[src/hw/rtl/assert_macros.svh]
// Assertion macros shared by the RTL
`ifndef ASSERT_MACROS_SVH
`define ASSERT_MACROS_SVH

// same-cycle implication
`define ASSERT_IMPLIES(label, clk, rst, ante, cons) \
   label: assert property (@(posedge clk) disable iff (rst) (ante) |-> (cons)) \
      else $error("assertion failed");

// next-cycle implication
`define ASSERT_NEXT(label, clk, rst, ante, cons) \
   label: assert property (@(posedge clk) disable iff (rst) (ante) |=> (cons)) \
      else $error("assertion failed");

`endif

[src/hw/rtl/aakf_pkg.sv]
// Types and constants of the adaptive angle Kalman filter
`default_nettype none
package aakf_pkg;
   localparam int ANGLE_WIDTH = 16;
   localparam int EXT_WIDTH = 42;
   localparam int CSR_INDEX_WIDTH = 8;
   localparam int CSR_DATA_WIDTH = 32;

   localparam logic [30:0] PROCESS_NOISE_RESET = 31'd196608;
   localparam logic [30:0] NOISE_GAIN_RESET = 31'd6553600;
   localparam logic [30:0] NOISE_FLOOR_RESET = 31'd38037094;
   localparam logic signed [31:0] INIT_COV_RESET = -32'sd642689;

   typedef enum logic [CSR_INDEX_WIDTH-1:0] {
      CSR_PROCESS_NOISE = 8'd0,
      CSR_NOISE_GAIN = 8'd1,
      CSR_NOISE_FLOOR = 8'd2,
      CSR_INIT_COV = 8'd3
   } aakf_csr_type;

   typedef enum logic [4:0] {
      S_IDLE,
      S_PRED,
      S_ABS,
      S_POW_MUL,
      S_POW_FIX,
      S_GAIN_MUL,
      S_GAIN_FIX,
      S_DEN,
      S_DIV,
      S_DIV_FIX,
      S_KV_SET,
      S_KV_MUL,
      S_KV_FIX,
      S_OM,
      S_PK_SET,
      S_PK_MUL,
      S_PK_FIX,
      S_OUT
   } aakf_state_type;
endpackage
`default_nettype wire

[src/hw/rtl/aakf_channels.sv]
// Handshake channel interfaces of the adaptive angle Kalman filter
`default_nettype none
interface aakf_req_if import aakf_pkg::*; ();
   logic valid;
   logic ready;
   logic signed [ANGLE_WIDTH-1:0] angle_x;
   logic signed [ANGLE_WIDTH-1:0] angle_y;
   modport source(output valid, output angle_x, output angle_y, input ready);
   modport sink(input valid, input angle_x, input angle_y, output ready);
endinterface

interface aakf_rsp_if import aakf_pkg::*; ();
   logic valid;
   logic ready;
   logic signed [ANGLE_WIDTH-1:0] est_x;
   logic signed [ANGLE_WIDTH-1:0] est_y;
   modport source(output valid, output est_x, output est_y, input ready);
   modport sink(input valid, input est_x, input est_y, output ready);
endinterface

interface aakf_csr_if import aakf_pkg::*; ();
   logic valid;
   logic ready;
   logic [CSR_INDEX_WIDTH-1:0] index;
   logic [CSR_DATA_WIDTH-1:0] data;
   modport source(output valid, output index, output data, input ready);
   modport sink(input valid, input index, input data, output ready);
endinterface
`default_nettype wire

[src/hw/rtl/adaptive_angle_kalman_filter_core.sv]
// Two-axis adaptive scalar Kalman filter core with bit-serial arithmetic
//
//   channel   dir   payload                 handshake
//   req_ch    in    angle_x, angle_y        valid/ready
//   rsp_ch    out   est_x, est_y            valid/ready
//   csr_ch    in    index, data             valid/ready, always ready
//
// Each item passes through the shared bit-serial multiplier (seven products per axis)
// and the restoring divider; a non-positive denominator skips the divide and the
// correction product. Axes run one after the other. A new item is accepted only
// in idle, after the result of the last one has entered the output register.
// Reset is synchronous, clears control state and restores register defaults.
// A stalled result sits in the output register while the next item is processed.
`default_nettype none
`include "assert_macros.svh"
module adaptive_angle_kalman_filter_core import aakf_pkg::*; (
   input  logic       clock,
   input  logic       reset,
   aakf_req_if.sink   req_ch,
   aakf_rsp_if.source rsp_ch,
   aakf_csr_if.sink   csr_ch
);
   localparam logic signed [EXT_WIDTH-1:0] QMAX_EXT = EXT_WIDTH'(64'sh7FFFFFFF);
   localparam logic signed [EXT_WIDTH-1:0] QMIN_EXT = -EXT_WIDTH'(64'sh80000000);
   localparam logic signed [EXT_WIDTH-1:0] AMAX_EXT =
      EXT_WIDTH'((64'sd1 <<< (ANGLE_WIDTH - 1)) - 64'sd1);
   localparam logic signed [EXT_WIDTH-1:0] AMIN_EXT =
      -EXT_WIDTH'(64'sd1 <<< (ANGLE_WIDTH - 1));

   aakf_state_type state_ff, state_in;

   logic [30:0] pn_ff, gain_ff, floor_ff;
   logic signed [31:0] init_cov_ff;

   logic signed [ANGLE_WIDTH-1:0] est_ff [2];
   logic signed [ANGLE_WIDTH-1:0] est_in [2];
   logic signed [31:0] cov_ff [2];
   logic signed [31:0] cov_in [2];
   logic signed [ANGLE_WIDTH-1:0] z_ff [2];
   logic signed [ANGLE_WIDTH-1:0] z_in [2];
   logic axis_ff, axis_in, primed_ff, primed_in;

   logic signed [31:0] ppred_ff, ppred_in, v_ff, v_in, k_ff, k_in, om_ff, om_in;
   logic [31:0] pmag_ff, pmag_in, vmag_ff, vmag_in, mcand_ff, mcand_in;
   logic [30:0] a_ff, a_in, pw_ff, pw_in, r_ff, r_in;
   logic neg_ff, neg_in;
   logic [63:0] prod_ff, prod_in;
   logic [32:0] divisor_ff, divisor_in, rem_ff, rem_in;
   logic [47:0] quo_ff, quo_in;
   logic [5:0] cnt_ff, cnt_in;
   logic [1:0] pw_cnt_ff, pw_cnt_in;

   logic rsp_valid_ff, rsp_valid_in;
   logic signed [ANGLE_WIDTH-1:0] rsp_x_ff, rsp_x_in, rsp_y_ff, rsp_y_in;

   logic req_fire, out_free, mul_last;

   assign req_ch.ready = (state_ff == S_IDLE);
   assign req_fire = req_ch.valid && req_ch.ready;
   assign out_free = !rsp_valid_ff || rsp_ch.ready;
   assign mul_last = (cnt_ff == 6'd31);
   assign csr_ch.ready = 1'b1;
   assign rsp_ch.valid = rsp_valid_ff;
   assign rsp_ch.est_x = rsp_x_ff;
   assign rsp_ch.est_y = rsp_y_ff;

   always_comb begin
      state_in = state_ff;
      case (state_ff)
         S_IDLE: if (req_fire) state_in = S_PRED;
         S_PRED: state_in = S_ABS;
         S_ABS: state_in = S_POW_MUL;
         S_POW_MUL: if (mul_last) state_in = S_POW_FIX;
         S_POW_FIX: state_in = (pw_cnt_ff == 2'd3) ? S_GAIN_MUL : S_POW_MUL;
         S_GAIN_MUL: if (mul_last) state_in = S_GAIN_FIX;
         S_GAIN_FIX: state_in = S_DEN;
         S_DEN: begin
            state_in = (($signed({2'b0, r_ff}) + 33'(ppred_ff)) > 33'sd0) ? S_DIV : S_OM;
         end
         S_DIV: if (cnt_ff == 6'd47) state_in = S_DIV_FIX;
         S_DIV_FIX: state_in = S_KV_SET;
         S_KV_SET: state_in = S_KV_MUL;
         S_KV_MUL: if (mul_last) state_in = S_KV_FIX;
         S_KV_FIX: state_in = S_OM;
         S_OM: state_in = S_PK_SET;
         S_PK_SET: state_in = S_PK_MUL;
         S_PK_MUL: if (mul_last) state_in = S_PK_FIX;
         S_PK_FIX: state_in = axis_ff ? S_OUT : S_PRED;
         S_OUT: if (out_free) state_in = S_IDLE;
         default: state_in = S_IDLE;
      endcase
   end

   always_comb begin
      logic signed [EXT_WIDTH-1:0] dz, vv, delta, esum;
      logic signed [32:0] pp;
      logic signed [33:0] om_full;
      logic signed [32:0] den;
      logic [32:0] mul_sum, rsum;
      logic [33:0] shifted;
      logic [34:0] trial;
      logic [47:0] hi48;
      logic [39:0] hi40;
      logic [31:0] kmag, ommag;

      est_in = est_ff;
      cov_in = cov_ff;
      z_in = z_ff;
      axis_in = axis_ff;
      primed_in = primed_ff;
      ppred_in = ppred_ff;
      v_in = v_ff;
      k_in = k_ff;
      om_in = om_ff;
      pmag_in = pmag_ff;
      vmag_in = vmag_ff;
      mcand_in = mcand_ff;
      a_in = a_ff;
      pw_in = pw_ff;
      r_in = r_ff;
      neg_in = neg_ff;
      prod_in = prod_ff;
      divisor_in = divisor_ff;
      rem_in = rem_ff;
      quo_in = quo_ff;
      cnt_in = cnt_ff;
      pw_cnt_in = pw_cnt_ff;
      rsp_valid_in = rsp_valid_ff && !rsp_ch.ready;
      rsp_x_in = rsp_x_ff;
      rsp_y_in = rsp_y_ff;

      dz = EXT_WIDTH'(z_ff[axis_ff]) - EXT_WIDTH'(est_ff[axis_ff]);
      vv = dz <<< 8;
      pp = 33'(cov_ff[axis_ff]) + $signed({2'b0, pn_ff});
      om_full = 34'sd65536 - 34'(k_ff);
      den = $signed({2'b0, r_ff}) + 33'(ppred_ff);
      mul_sum = {1'b0, prod_ff[63:32]} + (prod_ff[0] ? {1'b0, mcand_ff} : 33'd0);
      shifted = {rem_ff, quo_ff[47]};
      trial = {1'b0, shifted} - {2'b0, divisor_ff};
      hi48 = prod_ff[63:16];
      hi40 = prod_ff[63:24];
      kmag = k_ff[31] ? 32'(-k_ff) : 32'(k_ff);
      ommag = om_ff[31] ? 32'(-om_ff) : 32'(om_ff);
      rsum = {2'b0, r_ff} + {2'b0, floor_ff};
      delta = neg_ff ? -$signed({2'b0, hi40}) : $signed({2'b0, hi40});
      esum = EXT_WIDTH'(est_ff[axis_ff]) + delta;

      case (state_ff)
         S_IDLE: begin
            if (req_fire) begin
               z_in[0] = req_ch.angle_x;
               z_in[1] = req_ch.angle_y;
               axis_in = 1'b0;
               primed_in = 1'b1;
               if (!primed_ff) begin
                  cov_in[0] = init_cov_ff;
                  cov_in[1] = init_cov_ff;
               end
            end
         end
         S_PRED: begin
            ppred_in = (!pp[32] && pp[31]) ? 32'sh7FFFFFFF : pp[31:0];
            if (vv > QMAX_EXT) v_in = 32'sh7FFFFFFF;
            else if (vv < QMIN_EXT) v_in = 32'sh80000000;
            else v_in = vv[31:0];
         end
         S_ABS: begin
            vmag_in = v_ff[31] ? 32'(-v_ff) : 32'(v_ff);
            pmag_in = ppred_ff[31] ? 32'(-ppred_ff) : 32'(ppred_ff);
            a_in = (v_ff == 32'sh80000000) ? 31'h7FFFFFFF :
                   (v_ff[31] ? 31'(-v_ff) : v_ff[30:0]);
            mcand_in = {1'b0, a_in};
            prod_in = {32'd0, 1'b0, a_in};
            cnt_in = 6'd0;
            pw_cnt_in = 2'd0;
         end
         S_POW_MUL, S_GAIN_MUL, S_KV_MUL, S_PK_MUL: begin
            prod_in = {mul_sum, prod_ff[31:1]};
            cnt_in = cnt_ff + 6'd1;
         end
         S_POW_FIX: begin
            pw_in = (hi48 > 48'h7FFFFFFF) ? 31'h7FFFFFFF : hi48[30:0];
            pw_cnt_in = pw_cnt_ff + 2'd1;
            cnt_in = 6'd0;
            if (pw_cnt_ff == 2'd3) begin
               mcand_in = {1'b0, gain_ff};
               prod_in = {32'd0, 1'b0, pw_in};
            end else begin
               mcand_in = {1'b0, pw_in};
               prod_in = {32'd0, 1'b0, a_ff};
            end
         end
         S_GAIN_FIX: begin
            r_in = (hi48 > 48'h7FFFFFFF) ? 31'h7FFFFFFF : hi48[30:0];
            rsum = {2'b0, r_in} + {2'b0, floor_ff};
            r_in = (rsum > 33'h7FFFFFFF) ? 31'h7FFFFFFF : rsum[30:0];
         end
         S_DEN: begin
            k_in = 32'sd0;
            divisor_in = den[32:0];
            quo_in = {pmag_ff, 16'd0};
            rem_in = 33'd0;
            cnt_in = 6'd0;
            neg_in = ppred_ff[31];
         end
         S_DIV: begin
            if (!trial[34]) rem_in = trial[32:0];
            else rem_in = shifted[32:0];
            quo_in = {quo_ff[46:0], !trial[34]};
            cnt_in = cnt_ff + 6'd1;
         end
         S_DIV_FIX: begin
            if (neg_ff) k_in = (quo_ff > 48'h80000000) ? 32'sh80000000 : 32'(-quo_ff);
            else k_in = (quo_ff > 48'h7FFFFFFF) ? 32'sh7FFFFFFF : quo_ff[31:0];
         end
         S_KV_SET: begin
            mcand_in = kmag;
            prod_in = {32'd0, vmag_ff};
            neg_in = k_ff[31] ^ v_ff[31];
            cnt_in = 6'd0;
         end
         S_KV_FIX: begin
            if (esum > AMAX_EXT) est_in[axis_ff] = AMAX_EXT[ANGLE_WIDTH-1:0];
            else if (esum < AMIN_EXT) est_in[axis_ff] = AMIN_EXT[ANGLE_WIDTH-1:0];
            else est_in[axis_ff] = esum[ANGLE_WIDTH-1:0];
         end
         S_OM: begin
            om_in = (om_full > 34'sh7FFFFFFF) ? 32'sh7FFFFFFF : om_full[31:0];
         end
         S_PK_SET: begin
            mcand_in = ommag;
            prod_in = {32'd0, pmag_ff};
            neg_in = om_ff[31] ^ ppred_ff[31];
            cnt_in = 6'd0;
         end
         S_PK_FIX: begin
            if (neg_ff) cov_in[axis_ff] = (hi48 > 48'h80000000) ? 32'sh80000000 : 32'(-hi48);
            else cov_in[axis_ff] = (hi48 > 48'h7FFFFFFF) ? 32'sh7FFFFFFF : hi48[31:0];
            axis_in = 1'b1;
         end
         S_OUT: begin
            if (out_free) begin
               rsp_valid_in = 1'b1;
               rsp_x_in = est_ff[0];
               rsp_y_in = est_ff[1];
            end
         end
         default: begin
            cnt_in = 6'd0;
         end
      endcase
   end

   always_ff @(posedge clock) begin
      z_ff <= z_in;
      axis_ff <= axis_in;
      ppred_ff <= ppred_in;
      v_ff <= v_in;
      k_ff <= k_in;
      om_ff <= om_in;
      pmag_ff <= pmag_in;
      vmag_ff <= vmag_in;
      mcand_ff <= mcand_in;
      a_ff <= a_in;
      pw_ff <= pw_in;
      r_ff <= r_in;
      neg_ff <= neg_in;
      prod_ff <= prod_in;
      divisor_ff <= divisor_in;
      rem_ff <= rem_in;
      quo_ff <= quo_in;
      cnt_ff <= cnt_in;
      pw_cnt_ff <= pw_cnt_in;
      rsp_x_ff <= rsp_x_in;
      rsp_y_ff <= rsp_y_in;
      if (reset) begin
         state_ff <= S_IDLE;
         primed_ff <= 1'b0;
         rsp_valid_ff <= 1'b0;
         est_ff[0] <= '0;
         est_ff[1] <= '0;
         cov_ff[0] <= '0;
         cov_ff[1] <= '0;
         pn_ff <= PROCESS_NOISE_RESET;
         gain_ff <= NOISE_GAIN_RESET;
         floor_ff <= NOISE_FLOOR_RESET;
         init_cov_ff <= INIT_COV_RESET;
      end else begin
         state_ff <= state_in;
         primed_ff <= primed_in;
         rsp_valid_ff <= rsp_valid_in;
         est_ff <= est_in;
         cov_ff <= cov_in;
         if (csr_ch.valid && csr_ch.ready) begin
            case (aakf_csr_type'(csr_ch.index))
               CSR_PROCESS_NOISE: pn_ff <= csr_ch.data[30:0];
               CSR_NOISE_GAIN: gain_ff <= csr_ch.data[30:0];
               CSR_NOISE_FLOOR: floor_ff <= csr_ch.data[30:0];
               CSR_INIT_COV: init_cov_ff <= $signed(csr_ch.data);
               default: pn_ff <= pn_ff;
            endcase
         end
      end
   end

   `ASSERT_NEXT(a_accept_starts, clock, reset, req_fire, state_ff == S_PRED && primed_ff)
   `ASSERT_NEXT(a_first_axis_loops, clock, reset, state_ff == S_PK_FIX && !axis_ff,
      state_ff == S_PRED && axis_ff)
   `ASSERT_NEXT(a_result_issued, clock, reset, state_ff == S_OUT && out_free,
      rsp_valid_ff && state_ff == S_IDLE)
   `ASSERT_IMPLIES(a_mul_count, clock, reset,
      state_ff == S_POW_MUL || state_ff == S_KV_MUL, cnt_ff < 6'd32)
endmodule
`default_nettype wire
[src/flat_wrapper.sv]
// flat-port wrapper written by rule: the top's interface ports become plain ports
module adaptive_angle_kalman_filter_core_flat import aakf_pkg::*;
  (clock, reset, req_ch_valid, req_ch_angle_x, req_ch_angle_y, req_ch_ready, rsp_ch_valid, rsp_ch_est_x, rsp_ch_est_y, rsp_ch_ready, csr_ch_valid, csr_ch_index, csr_ch_data, csr_ch_ready);
  aakf_req_if req_ch_i ();
  aakf_rsp_if rsp_ch_i ();
  aakf_csr_if csr_ch_i ();
  input  logic clock;
  input  logic reset;
  input wire logic [$bits(req_ch_i.valid)-1:0] req_ch_valid;
  input wire logic [$bits(req_ch_i.angle_x)-1:0] req_ch_angle_x;
  input wire logic [$bits(req_ch_i.angle_y)-1:0] req_ch_angle_y;
  output wire logic [$bits(req_ch_i.ready)-1:0] req_ch_ready;
  output wire logic [$bits(rsp_ch_i.valid)-1:0] rsp_ch_valid;
  output wire logic [$bits(rsp_ch_i.est_x)-1:0] rsp_ch_est_x;
  output wire logic [$bits(rsp_ch_i.est_y)-1:0] rsp_ch_est_y;
  input wire logic [$bits(rsp_ch_i.ready)-1:0] rsp_ch_ready;
  input wire logic [$bits(csr_ch_i.valid)-1:0] csr_ch_valid;
  input wire logic [$bits(csr_ch_i.index)-1:0] csr_ch_index;
  input wire logic [$bits(csr_ch_i.data)-1:0] csr_ch_data;
  output wire logic [$bits(csr_ch_i.ready)-1:0] csr_ch_ready;
  assign req_ch_i.valid = req_ch_valid;
  assign req_ch_i.angle_x = req_ch_angle_x;
  assign req_ch_i.angle_y = req_ch_angle_y;
  assign req_ch_ready = req_ch_i.ready;
  assign rsp_ch_valid = rsp_ch_i.valid;
  assign rsp_ch_est_x = rsp_ch_i.est_x;
  assign rsp_ch_est_y = rsp_ch_i.est_y;
  assign rsp_ch_i.ready = rsp_ch_ready;
  assign csr_ch_i.valid = csr_ch_valid;
  assign csr_ch_i.index = csr_ch_index;
  assign csr_ch_i.data = csr_ch_data;
  assign csr_ch_ready = csr_ch_i.ready;
  adaptive_angle_kalman_filter_core u_core (.clock(clock), .reset(reset), .req_ch(req_ch_i), .rsp_ch(rsp_ch_i), .csr_ch(csr_ch_i));
endmodule
[config.mk]
export PLATFORM = sky130hd
export DESIGN_NAME = adaptive_angle_kalman_filter_core_flat
export DESIGN_NICKNAME = d
export VERILOG_FILES = /design/src/hw/rtl/aakf_pkg.sv /design/src/hw/rtl/aakf_channels.sv /design/src/hw/rtl/adaptive_angle_kalman_filter_core.sv /design/src/flat_wrapper.sv
export VERILOG_INCLUDE_DIRS = /design/src /design/src/hw/rtl
export SDC_FILE = /design/constraint.sdc
export NUM_CORES = 2
export LEC_CHECK = 0
export ABC_AREA = 1
export BUFFER_PORTS_ARGS = -buffer_cell sky130_fd_sc_hd__buf_2
export CAP_MARGIN = 20
export CORE_MARGIN = 2
export CORE_UTILIZATION = 40
export DETAILED_ROUTE_END_ITERATION = 8
export GPL_TIMING_DRIVEN = 0
export PLACE_DENSITY_LB_ADDON = 0.25
export SYNTH_ARGS = -nofsm -noshare
export SYNTH_HDL_FRONTEND = slang
export SYNTH_SLANG_ARGS = --single-unit
export TNS_END_PERCENT = 30
[constraint.sdc]
create_clock -name clock -period 10.2 [get_ports clock]
set_input_delay 0 -clock clock [delete_from_list [all_inputs] [get_ports clock]]
set_output_delay 0 -clock clock [all_outputs]
set_load 0.05 [all_outputs]
# --- Word level (Yosys, flattened, before mapping) ---
# Index checks and enable logic that the tools add are counted.
word_totals:
  reg_bits: 766
  in_bits: 77
  out_inout_bits: 35
  wordCells: 198
op_classes:
  n_addsub: 17
  order_cmp: 13
  n_eq_ne: 32
  mux: 63
  bitwise_logic: 9
  n_reduce_logical: 30
op_table:
  columns: ["operator", "count"]
  rows:
  - ["32-bit 2-to-1 mux", 15]
  - ["64-bit one-hot mux with 5 select lines", 1]
  - ["31-bit 2-to-1 mux", 7]
  - ["64-bit 2-to-1 mux", 3]
  - ["32-bit negator", 6]
  - ["64-bit bitwise mux", 2]
  - ["32-bit one-hot mux with 4 select lines", 1]
  - ["64-bit one-hot mux with 2 select lines", 1]
  - ["16-bit 2-to-1 mux", 7]
  - ["32-bit by 32-bit adder with 33-bit output", 3]
  - ["48-bit by 31-bit > comparator with 1-bit output, second input constant", 2]
  - ["48-bit by 32-bit > comparator with 1-bit output, second input constant", 2]
  - ["48-bit one-hot mux with 2 select lines", 1]
  - ["5-bit one-hot mux with 18 select lines", 1]
  - ["33-bit one-hot mux with 2 select lines", 1]
  - ["32-bit one-hot mux with 2 select lines", 1]
  - ["16-bit by 42-bit adder with 42-bit output", 1]
  - ["42-bit by 16-bit > comparator with 1-bit output, second input constant", 1]
  - ["42-bit by 32-bit > comparator with 1-bit output, second input constant", 1]
  - ["42-bit by 16-bit < comparator with 1-bit output, second input constant", 1]
  - ["42-bit by 32-bit < comparator with 1-bit output, second input constant", 1]
  - ["42-bit 2-to-1 mux", 1]
  - ["40-bit negator with 42-bit output", 1]
  - ["5-bit by 4-bit == test with 1-bit output, second input constant", 8]
  - ["other kinds (57)", 95]

# --- Depth between registers and ports, before layout ---
depth:
  ltp_word: 9
  ltp_mapped: 37
  depth_no_buf: 36

# --- Least setup slack after synthesis ---
# Ideal clock, no wire load.
synth_timing:
  kind: "flip-flop to flip-flop"
  startpoint: "register u_core.state_ff[2]"
  endpoint: "register u_core.prod_ff[0] (enable)"
  setup_time_ps: 424
  arrival_time_ps: 5835
  required_time_ps: 9776
  setup_slack_ps: 3941
  path_stages_with_launch: 6
  path_buffers: 0
  synth_period_minus_slack_ps: 6259
  path_cell_list: "dfxtp_1 nor2_1 nand2_1 nor2_1 nor2_1 nand2_1"
synth_between:
  elab_chain_len: 3
  word_cells_on_any_way: 10
  cone_classes: "8 x eq/ne; 2 x reduce/logical"
synth_lines:
  columns: ["element", "line", "rtl"]
  rows:
  - ["start, declared", "adaptive_angle_kalman_filter_core.sv:30", "aakf_state_type state_ff, state_in;"]
  - ["start signal, assigned", "adaptive_angle_kalman_filter_core.sv:289", "state_ff <= state_in;"]
  - ["5-bit by 2-bit == test with 1-bit output, or another cell as far along", "adaptive_angle_kalman_filter_core.sv:148", "case (state_ff)"]
  - ["4-bit OR reduction", "adaptive_angle_kalman_filter_core.sv:148", null]
  - ["5-bit nonzero test (no line) *", null, null]
  - ["end signal, assigned", "adaptive_angle_kalman_filter_core.sv:268", "prod_ff <= prod_in;"]
  - ["end, declared", "adaptive_angle_kalman_filter_core.sv:47", "logic [63:0] prod_ff, prod_in;"]
# Mark *: on every way between the ends. The rest lies on a longest branch, timed or not.
# A chain may end at the register's enable or synchronous reset.

# --- Worst setup path after layout ---
layout_timing:
  startpoint: "register u_core.prod_ff[24]"
  endpoint: "register u_core.est_ff[14] in the netlist's numbering"
layout_between:
  elab_chain_len: 6
  word_cells_on_any_way: 8
  cone_classes: "2 x add/sub; 2 x order compare; 4 x mux"
layout_lines:
  columns: ["element", "line", "rtl"]
  rows:
  - ["40-bit negator with 42-bit output", "adaptive_angle_kalman_filter_core.sv:145", "delta = neg_ff ? -$signed({2'b0, hi40}) : $signed({2'b0, hi40});"]
  - ["42-bit 2-to-1 mux *", "adaptive_angle_kalman_filter_core.sv:145", null]
  - ["16-bit by 42-bit adder with 42-bit output *", "adaptive_angle_kalman_filter_core.sv:146", "esum = EXT_WIDTH'(est_ff[axis_ff]) + delta;"]
  - ["42-bit by 16-bit < comparator with 1-bit output / 32-bit bitwise mux (equally long branches)", "adaptive_angle_kalman_filter_core.sv:224, adaptive_angle_kalman_filter_core.sv:225", null]
  - ["32-bit 2-to-1 mux", "adaptive_angle_kalman_filter_core.sv:224", "else if (esum < AMIN_EXT) est_in[axis_ff] = AMIN_EXT[ANGLE_WIDTH-1:0];"]
  - ["32-bit 2-to-1 mux *", "adaptive_angle_kalman_filter_core.sv:223", "if (esum > AMAX_EXT) est_in[axis_ff] = AMAX_EXT[ANGLE_WIDTH-1:0];"]
  - ["end signal, assigned", "adaptive_angle_kalman_filter_core.sv:292", "est_ff <= est_in;"]
  - ["end, declared", "adaptive_angle_kalman_filter_core.sv:35", "logic signed [ANGLE_WIDTH-1:0] est_ff [2];"]
# Marks and branches as above.

==> reports/results.ini <==
[setup_path]
cp-start-kind=flip-flop
slowest_stage=o31ai_1
cp.required_ns=10.76
cp_max_fo=10
reg2reg_to=u_core.est_ff[14]$_SDFFE_PP0P_
rrSetupSlack_ns=3.53
crit_path_end_kind=flip-flop
max_stage_delay_ns=0.79
crit_path_frequent_cell=nand2_1
cp.arrival_ns=7.24
startpoint=u_core.prod_ff[24]$_DFFE_PP_
r2r_start=u_core.prod_ff[24]$_DFFE_PP_
worstSetupPathType=flip-flop to flip-flop
reg2reg_depth=28

[power]
combPwrFrac_pct=44.6
p_total_w=0.01450
seq_power_share_pct=33.4
power_per_cell_area_mw_per_mm2=261.7
power.leakage_nw=23.59
intPower_w=0.007979
p_switching_w=0.006518
pwr-share-clk_pct=21.9
p_sw_share_pct=44.96
ir_drop_mv=0.1506

[layout]
num-nets-final=7110
layout_commonest_cell=nand2_1
drive_gt1_share_pct=5.130
layout_common_cells=nand2_1, inv_1, nor2_1, edfxtp_1, o21ai_0
syn_to_final_growth_pct=13.77
n_fill_cell=12360

[routing]
vias=47160
drc=0
vias_per_cell=5.556
avgRoutedWirePerCell_um=22.10
routed_wl_um=187500
drtAntennaViolNets=0
drt_iter0_drc=5480
dr.pass1.iters=8

[floorplan]
num_rows=128
die-width_um=352.9
core_mm2=0.1212
start_util_pct=40.17
io-pin-count=112
die_h_um=352.9
fp.dieArea_mm2=0.1245

[synthesis]
yosysWarningCount=0
ys.flop_type=edfxtp_1
synth_xor_area_share_pct=5.193
ys_seq_area_share_pct=40.82
avgSynthCellArea_um2=7.505
synth_edf_count=510
synth_compound_area_share_pct=14.85
synth_fa_ha_area_share_pct=6.300
synth_cell_type_count=65
synth_top_family_by_area=simple AND/OR/NAND/NOR gates
ys_ff_latch=738
syn-instance-count=6489
synth-simple-area-share_pct=24.89
synth_mux_area_share_pct=0.02055
async_flop_share_pct=0
synth_area_mm2=0.04870

[clock_tree]
clockBufferDepth=3
cts_buffers=84
clock-root-buffer=clkbuf_16
cts_tree=built
clk_pin_slew_worst_paths_ns=0.06
post_cts_resized=0
clock-sinks=738
clk_latency_ns=0.71
h-tree-depth=3

[timing]
finalMaxSlewViolations=0
fin_worst_skew_ns=0.03537
rsz0062_at_grt=false
max-slew-margin-rel_pct=23.15
fin_crit_sh_pct=65.44
period_minus_slack_ns=6.675
setup_viol=0
fmax_ghz=0.1498
tightest_slew_ns=1.148
hold_viol=0
finalSetupTns_ns=0

[worst_hold_path]
hp-class=input port to flip-flop
whs_path_depth=2
whs_endpoint=u_core.z_ff[23]$_DFFE_PP_
min-delay-start=req_ch_angle_x[7]

[outcome]
outcome=completed

[global_route]
overflow=0
grt_pass1_wl_um=277000
grt_use_total_pct=29.32
grt_max_degree=45
grt_pass1_vias=43900
antenna_found_initial=13

[placement]
dp_hpwl_um=149400
gp_congestion=1.002
port_buffers=110

[run]
timing.max_cap.violations=0

==> power by group through the flow <==
stage               logic [W]  registers (W)  clock network (W)
global route          0.00713        0.00487            0.00333
global placement      0.00614        0.00491                  0
detailed placement    0.00627        0.00486                  0
CTS                   0.00634        0.00480            0.00321
finish                0.00647        0.00485            0.00318
floorplan             0.00433        0.00455                  0
==> critical path: cells and delay by family (launching register included) <==
kind	cells	cell delay [ns]
simple gates	18	3.03
flops	1	0.61
buf+inv	4	0.74
fa+ha+maj	2	0.61
xor+xnor	2	0.45
compound gates	2	1.10
==> through the flow <==
step / instances / hold slack [ns] / worst slack, ns / area (um^2) / util, %
2_1_floorplan: 6492 / 0.06907 / 3.941 / 48710 / -
3_3_place_gp: 8227 / 0.1766 / 0.6713 / 51290 / 42.31
3_5_place_dp: 8239 / 0.1781 / 3.761 / 51620 / 42.58
4_1_cts: 8485 / 0.0004092 / 3.731 / 55390 / 45.69
5_1_grt: 8486 / 0.03523 / 3.030 / 55400 / 45.69
6_report: 8488 / 0.02678 / 3.525 / 55400 / 45.70
==> timing repair <==
item | in CTS | in global routing
hold endpoints to repair | 166 | 0
buffers inserted | 0 | 0
hold buffers | 91 | 0
==> cell usage after synthesis (all sizes together), types with 2 or more instances <==
master   number  area share [%]
nand2      1545              12
inv         772             6.0
nor2        771             6.0
edfxtp      510              31
o21ai       496             5.1
a21oi       416             4.3
nand3       350             3.6
ha          234             6.0
dfxtp       228             9.4
clkbuf      196             1.5
xor2        175             3.2
xnor2       112             2.0
nor3        103             1.1
a31oi        91             1.2
nand4        72            0.92
o211ai       54            0.83
buf          41            0.41
a22oi        40            0.62
nand3b       29            0.45
or2          29            0.37
a221oi       25            0.45
nor4         25            0.33
o2111ai      22            0.40
o21a         20            0.31
a21o         18            0.28
o21bai       16            0.25
a21boi       15            0.23
o31ai        13            0.20
o221ai       10            0.18
a211oi        7            0.11
and2          7           0.090
fa            7            0.29
a22o          6            0.11
clkinv        5           0.039
a32oi         4           0.072
nor3b         4           0.062
o311ai        3           0.054
a41oi         2           0.036
and3          2           0.026
conb          2           0.015
==> per-layer routing <==
metal | share of wire [%] | up-vias | GRT usage, % | routed length [um]
met4 | 4.0 | 12 | 10.93 | 7568
met5 | 0.038 | - | 0 | 72
met3 | 9.9 | 379 | 6.165 | 18510
met2 | 43 | 2204 | 44.58 | 79980
li1 | - | 22410 | - | -
met1 | 43 | 22160 | 40.90 | 81420
==> flip-flops by register name, indices dropped and copies added, names as in the netlist, 31 cells and up <==
signal and flops:
u_core.rem_ff 33, u_core.ppred_ff 32, u_core.k_ff 32, u_core.om_ff 32, u_core.pn_ff 31, u_core.divisor_ff 33, u_core.z_ff 32, u_core.gain_ff 31
u_core.mcand_ff 32, u_core.init_cov_ff 32, u_core.quo_ff 48, u_core.pmag_ff 32, u_core.r_ff 31, u_core.floor_ff 31, u_core.prod_ff 64, u_core.est_ff 32
u_core.cov_ff 64
==> final cells by class <==
type	count	area, um^2	share of cell area (%)
Tap cell	1625	2033	3.670
Clock inverter	55	623.1	1.125
Timing Repair Buffer	214	1727	3.117
Antenna cell	2	5.005	0.009033
Buffer	237	937.1	1.692
Multi-Input combinational cell	4740	25050	45.21
Clock buffer	100	2236	4.036
Sequential cell	738	19880	35.88
Inverter	777	2917	5.264
==> cells by family after synthesis <==
kind of cell	Yosys count
compound gates	1268
simple gates	2938
flops	738
mux	1
xor+xnor	287
buf+inv	1014
other cells	2
fa+ha+maj	241
==> worst max-delay path by stage <==
stage | slack, ns | end
finish | 3.53 | u_core.est_ff[14]$_SDFFE_PP0P_
global route | 3.03 | u_core.est_ff[24]$_SDFFE_PP0P_
CTS | 3.73 | u_core.est_ff[21]$_SDFFE_PP0P_
detailed placement | 3.76 | u_core.est_ff[21]$_SDFFE_PP0P_
global placement | 0.67 | u_core.prod_ff[3]$_DFFE_PP_
floorplan | 3.94 | u_core.prod_ff[0]$_DFFE_PP_
No activity file was read; power rests on OpenSTA's default activity.
